**src/hw/rtl/inc_pkg.sv**
```systemverilog
// ----------------------------------------------------------------------------
// inc_pkg
// Shared constants and types for the inverse normal CDF pipeline.
// ----------------------------------------------------------------------------
package inc_pkg;

  localparam int PROB_BITS = 32;
  localparam int FRAC_BITS = 16;
  localparam int IW        = 24;
  localparam int OUT_BITS  = FRAC_BITS + 4;
  localparam int LOD_BITS  = $clog2(PROB_BITS);
  localparam int Y_BITS    = 30;
  localparam int T_BITS    = 27;
  localparam int R_BITS    = 28;
  localparam int SQ_STEPS  = 28;
  localparam int DIV_STEPS = R_BITS;

  localparam logic [24:0] C_2LN2 = 25'd23257910;
  localparam logic [25:0] C_N0   = 26'd42203371;
  localparam logic [23:0] C_N1   = 24'd13469638;
  localparam logic [17:0] C_N2   = 18'd173275;
  localparam logic [24:0] C_D1   = 25'd24038194;
  localparam logic [21:0] C_D2   = 22'd3175407;
  localparam logic [14:0] C_D3   = 15'd21945;

  typedef struct packed {
    logic neg;
    logic zero;
    logic half;
  } side_t;

endpackage

```
**src/hw/rtl/inc_sqrt.sv**
```systemverilog
// ----------------------------------------------------------------------------
// inc_sqrt
// Scale by 2 ln 2, then a restoring square root with one result bit per stage.
// ----------------------------------------------------------------------------
module inc_sqrt (
  input  logic                        clk,
  input  logic                        rst,
  input  logic                        en,
  input  logic                        vi,
  input  inc_pkg::side_t              si,
  input  logic [inc_pkg::Y_BITS-1:0]  y,
  output logic                        vo,
  output inc_pkg::side_t              so,
  output logic [inc_pkg::T_BITS-1:0]  t
);
  import inc_pkg::*;

  logic [Y_BITS+24:0] sp;
  logic               qv [0:SQ_STEPS];
  side_t              qs [0:SQ_STEPS];
  logic [55:0]        qr [0:SQ_STEPS];
  logic [55:0]        qres [0:SQ_STEPS];

  assign sp = y * C_2LN2;

  always_ff @(posedge clk) begin
    if (rst) begin
      qv[0] <= 1'b0;
    end else if (en) begin
      qv[0] <= vi;
    end
  end

  always_ff @(posedge clk) begin
    if (en) begin
      qs[0]   <= si;
      qr[0]   <= {2'b0, sp[IW+Y_BITS-1:IW], 24'b0};
      qres[0] <= '0;
    end
  end

  for (genvar g = 0; g < SQ_STEPS; g++) begin : g_step
    logic [55:0] bitv;
    logic [55:0] sum;
    logic        ge;
    assign bitv = 56'(1) << (2 * (SQ_STEPS - 1 - g));
    assign sum  = qres[g] + bitv;
    assign ge   = qr[g] >= sum;

    always_ff @(posedge clk) begin
      if (rst) begin
        qv[g+1] <= 1'b0;
      end else if (en) begin
        qv[g+1] <= qv[g];
      end
    end

    always_ff @(posedge clk) begin
      if (en) begin
        qs[g+1]   <= qs[g];
        qr[g+1]   <= ge ? (qr[g] - sum) : qr[g];
        qres[g+1] <= ge ? ((qres[g] >> 1) + bitv) : (qres[g] >> 1);
      end
    end
  end

  assign vo = qv[SQ_STEPS];
  assign so = qs[SQ_STEPS];
  assign t  = qres[SQ_STEPS][T_BITS-1:0];

endmodule

```
**config.mk**
```make
export PLATFORM = sky130hd
export DESIGN_NAME = inc_sqrt
export DESIGN_NICKNAME = d
export VERILOG_FILES = /design/src/hw/rtl/inc_pkg.sv /design/src/hw/rtl/inc_sqrt.sv
export SDC_FILE = /design/constraint.sdc
export NUM_CORES = 2
export LEC_CHECK = 0
export ABC_AREA = 1
export BUFFER_PORTS_ARGS = -buffer_cell sky130_fd_sc_hd__buf_2
export CAP_MARGIN = 5
export CORE_ASPECT_RATIO = 0.9
export CORE_MARGIN = 2
export CORE_UTILIZATION = 30
export DETAILED_ROUTE_END_ITERATION = 8
export HOLD_SLACK_MARGIN = 0.15
export PLACE_DENSITY = 0.47
export SYNTH_ARGS = -nofsm -noshare
export SYNTH_HDL_FRONTEND = slang
export SYNTH_SLANG_ARGS = --single-unit
```
**constraint.sdc**
```tcl
create_clock -name clk -period 15.62 [get_ports clk]
set_clock_uncertainty 0.15 [all_clocks]
set_input_delay 3.124 -clock clk [delete_from_list [all_inputs] [get_ports clk]]
set_output_delay 3.124 -clock clk [all_outputs]
set_load 0.01 [all_outputs]
```
==> parameters.txt <==
Parameter                              Value

Critical path
  Crit path cell chain    buf_2, inv_1, ha_1, fa_1, fa_1, inv_1, fa_1, fa_1, fa_1, inv_1, fa_1, inv_1, ha_1, a21oi_1, o21ai_0, a21oi_1, nor2_1, nor2_1, nand3_1, nand2_1, nand2_1
  Data required time at the worst endpoint    16.10 ns
  Largest delay contributor family on the critical path    adder cells
  Worst setup path category    input port to register
  CP Launch Type    input port
  Largest stage delay on the critical path    about 0.55 ns
  Cell with the biggest individual delay on the critical path    sky130_fd_sc_hd__fa_1
  Buffers plus inverters on the worst setup path    5
  Max Fanout on Critical Path    9
  Critical Path Sink Type    register
  Arrival time of data at the critical path endpoint    between 8 and 9 ns
  Most used cell, CP    sky130_fd_sc_hd__fa_1

Synth
  Number of synthesized flops with an enable pin    approximately 1500
  Number of distinct library cells after synthesis    54
  Number of nets in the synthesized netlist    ~14000
  Share of async-settable or async-resettable flops after synthesis    0%
  Area of the mapped netlist    104000 um2
  Yosys warning count    0
  Cell count after synthesis    approximately 13000
  Share of synthesized area occupied by flip-flops and latches    between 40% and 50%
  Synth Register Bits    ~1500
  Primary flip-flop cell chosen by synthesis mapping    sky130_fd_sc_hd__edfxtp_1
  Mapped Avg Cell Area    8.28 um2

Place
  GPL Wtd Cong    0.908
  Cell area after placement    between 100000 and 150000 um2
  Port-buffer cells    67
  Detailed-placement wirelength estimate    262 mm

Final layout
  Fill cell instance count of the final layout    roughly 36000
  Most common library cell in the layout ignoring fill and taps    sky130_fd_sc_hd__nand2_1
  Ratio of cells with drive above 1 in the final layout    between 4 and 5%
  Multi-input logic area    between 40000 and 50000 um2
  P&R area growth vs syn    11.1%
  Most used cells in the layout excluding fill and tap cells    sky130_fd_sc_hd__nand2_1 (3515), sky130_fd_sc_hd__inv_1 (2386), sky130_fd_sc_hd__edfxtp_1 (1506)
  Post-layout instance area    around 120000 um2
  Layout net count    approximately 14000
  Combined flip-flop and latch cell area    between 40000 and 50000 um2

Die
  Count of pins on the block boundary    68
  Y dimension of the die    562 um
  Number of rows in the core area    approximately 200
  Core ar.    344000 um2
  Die span in x    624 um
  Initial core utilization    30.2%
  Die ar.    roughly 350000 um2

STA
  Count of final setup violators    0
  Period utilisation layout    around 53%
  Final count of hold timing violations    0
  Post-route minimum period    8.20 ns
  Relative slew slack    approximately a quarter
  Slew Viols, Final    0
  Actual slew at the worst max-slew pin    1.10 ns
  Setup Total Neg Slack    0 ns
  Unrepaired setup endpoints after global routing    no
  Achievable clock frequency    122 MHz

Clocking
  Number of buffers inserted for hold repair after clock tree synthesis    0
  Number of CTS-inserted buffers    182
  CTS tree    done
  Number of clock sinks seen by CTS    around 1500
  Root buf cell    sky130_fd_sc_hd__clkbuf_16
  # Post-CTS Setup Buffers    0
  Clock transition at the registers of the reported paths    0.06 ns
  Worst-Skew Late Latency    around 0.90 ns
  Clock Tree Buf Depth    4
  Number of gates resized after cts    0
  Count of H-tree levels built during CTS    4

Detailed routing
  DRC violations left    0
  WL final    321 mm
  Routed len/inst    roughly 18 um
  Iteration count of the initial detailed-routing pass    6
  Via-to-Cell Ratio    4.66
  Antenna violation net count after detailed routing    0
  Iter 0 DRT Violations    6623
  Vias    between 80000 and 90000

Hold path
  Hold Path Class    register to register

Global route
  Antenna violations before repair    12
  Vias in the first global route    around 79000
  Global-route wire length before repair    between 400 and 500 mm
  Maximum number of pins on one net before global-route repair    approximately 160
  Total overflow reported by the global router    0
  All-Layer GR Usage    between 10% and 20%

Power and ir drop
  Worst VDD drop    0.000210 V
  Leakage Power    slightly above 50 nW
  Power density relative to cell area    between 150 and 200 nW/um2

Run status
  Run status    finished clean

Flow run
  Count of maximum capacitance violations    0
==> sequential cells by signal, indices dropped and copies added, names as in the netlist <==
register and count:
qv 29, qr 1012, qs 87, qres 378
==> worst paths after layout <==
path | slack, ns | depth (start not counted) | start | endpoint
max | 7.42 | 21 | y[28] | qr[0][43]
min | 0.26 | 0 | qr[12][24] | qr[13][24]
max reg2reg | 11.31 | 12 | qr[24][8] | qr[25][26]
min reg2reg | 0.26 | 0 | qr[12][24] | qr[13][24]
==> cell usage after synthesis (32+ instances only) <==
cell type	instances	share of area, %
sky130_fd_sc_hd__o21ai_0	402	1.9
sky130_fd_sc_hd__nor4_1	54	0.33
sky130_fd_sc_hd__nand4_1	262	1.6
sky130_fd_sc_hd__nand3b_1	71	0.51
sky130_fd_sc_hd__nand3_1	641	3.1
sky130_fd_sc_hd__nor2_1	1190	4.3
sky130_fd_sc_hd__ha_1	669	8.1
sky130_fd_sc_hd__xor2_1	144	1.2
sky130_fd_sc_hd__a21oi_2	32	0.27
sky130_fd_sc_hd__a21oi_1	565	2.7
sky130_fd_sc_hd__edfxtp_1	1506	44
sky130_fd_sc_hd__buf_2	58	0.28
sky130_fd_sc_hd__xnor2_1	194	1.6
sky130_fd_sc_hd__o21ai_1	53	0.26
sky130_fd_sc_hd__fa_1	297	5.7
sky130_fd_sc_hd__inv_1	2386	8.6
sky130_fd_sc_hd__o21bai_1	34	0.25
sky130_fd_sc_hd__nor3_1	178	0.86
sky130_fd_sc_hd__nand2_1	3515	13
==> layer usage <==
metal	part of all wire, %	vias up	global-route usage (%)
li1	-	40800	-
met1	49	38100	26.3
met2	44	1663	28.6
met3	4.5	318	1.82
met4	2.1	2	3.81
met5	0.0041	-	0
==> cell families (layout without fill, tap and decap cells) <==
kind of cell / Yosys count / count (layout) / share of synthesized area, %
other: 1 / 4 / 0.00362
DFF: 1506 / 1506 / 43.6
xor gates and xnor gates: 338 / 338 / 2.86
AOI/OAI and AO/OA: 1175 / 1175 / 6.13
buffers and inverters: 2504 / 2823 / 9.33
and+or+nand+nor: 6033 / 6033 / 24.3
adders and majority gates: 966 / 966 / 13.8
==> metrics by stage <==
step	util (%)	power, mW	setup slack (ns)	hold WS [ns]	cells
2_1_floorplan	-	12.9	7.40	0.250	12500
3_3_place_gp	31.8	16.4	6.47	0.250	17100
3_5_place_dp	31.8	16.3	6.50	0.255	17100
4_1_cts	33.5	20.7	7.46	0.248	17400
5_1_grt	33.5	22.3	7.03	0.261	17400
6_report	33.5	20.4	7.42	0.256	17400
==> final cells by class <==
cell class | count | area share [%]
Tap cell | 4532 | 4.92
Clock inverter | 110 | 1.02
Timing Repair Buffer | 94 | 0.513
Inverter | 2407 | 7.84
Sequential cell | 1506 | 39.3
Antenna cell | 3 | 0.00652
Multi-Input combinational cell | 8513 | 42.3
Clock buffer | 212 | 4.11
==> power breakdown <==
| part | switching (mW) | internal (mW) | leakage [nW] |
|---|---|---|---|
| Combinational | 6.92 | 3.40 | 34.5 |
| Sequential | 0.489 | 5.39 | 14.2 |
| Clock | 1.78 | 2.47 | 2.86 |
| Total | 9.19 | 11.3 | 51.6 |
(Power assumes the default switching activity.)
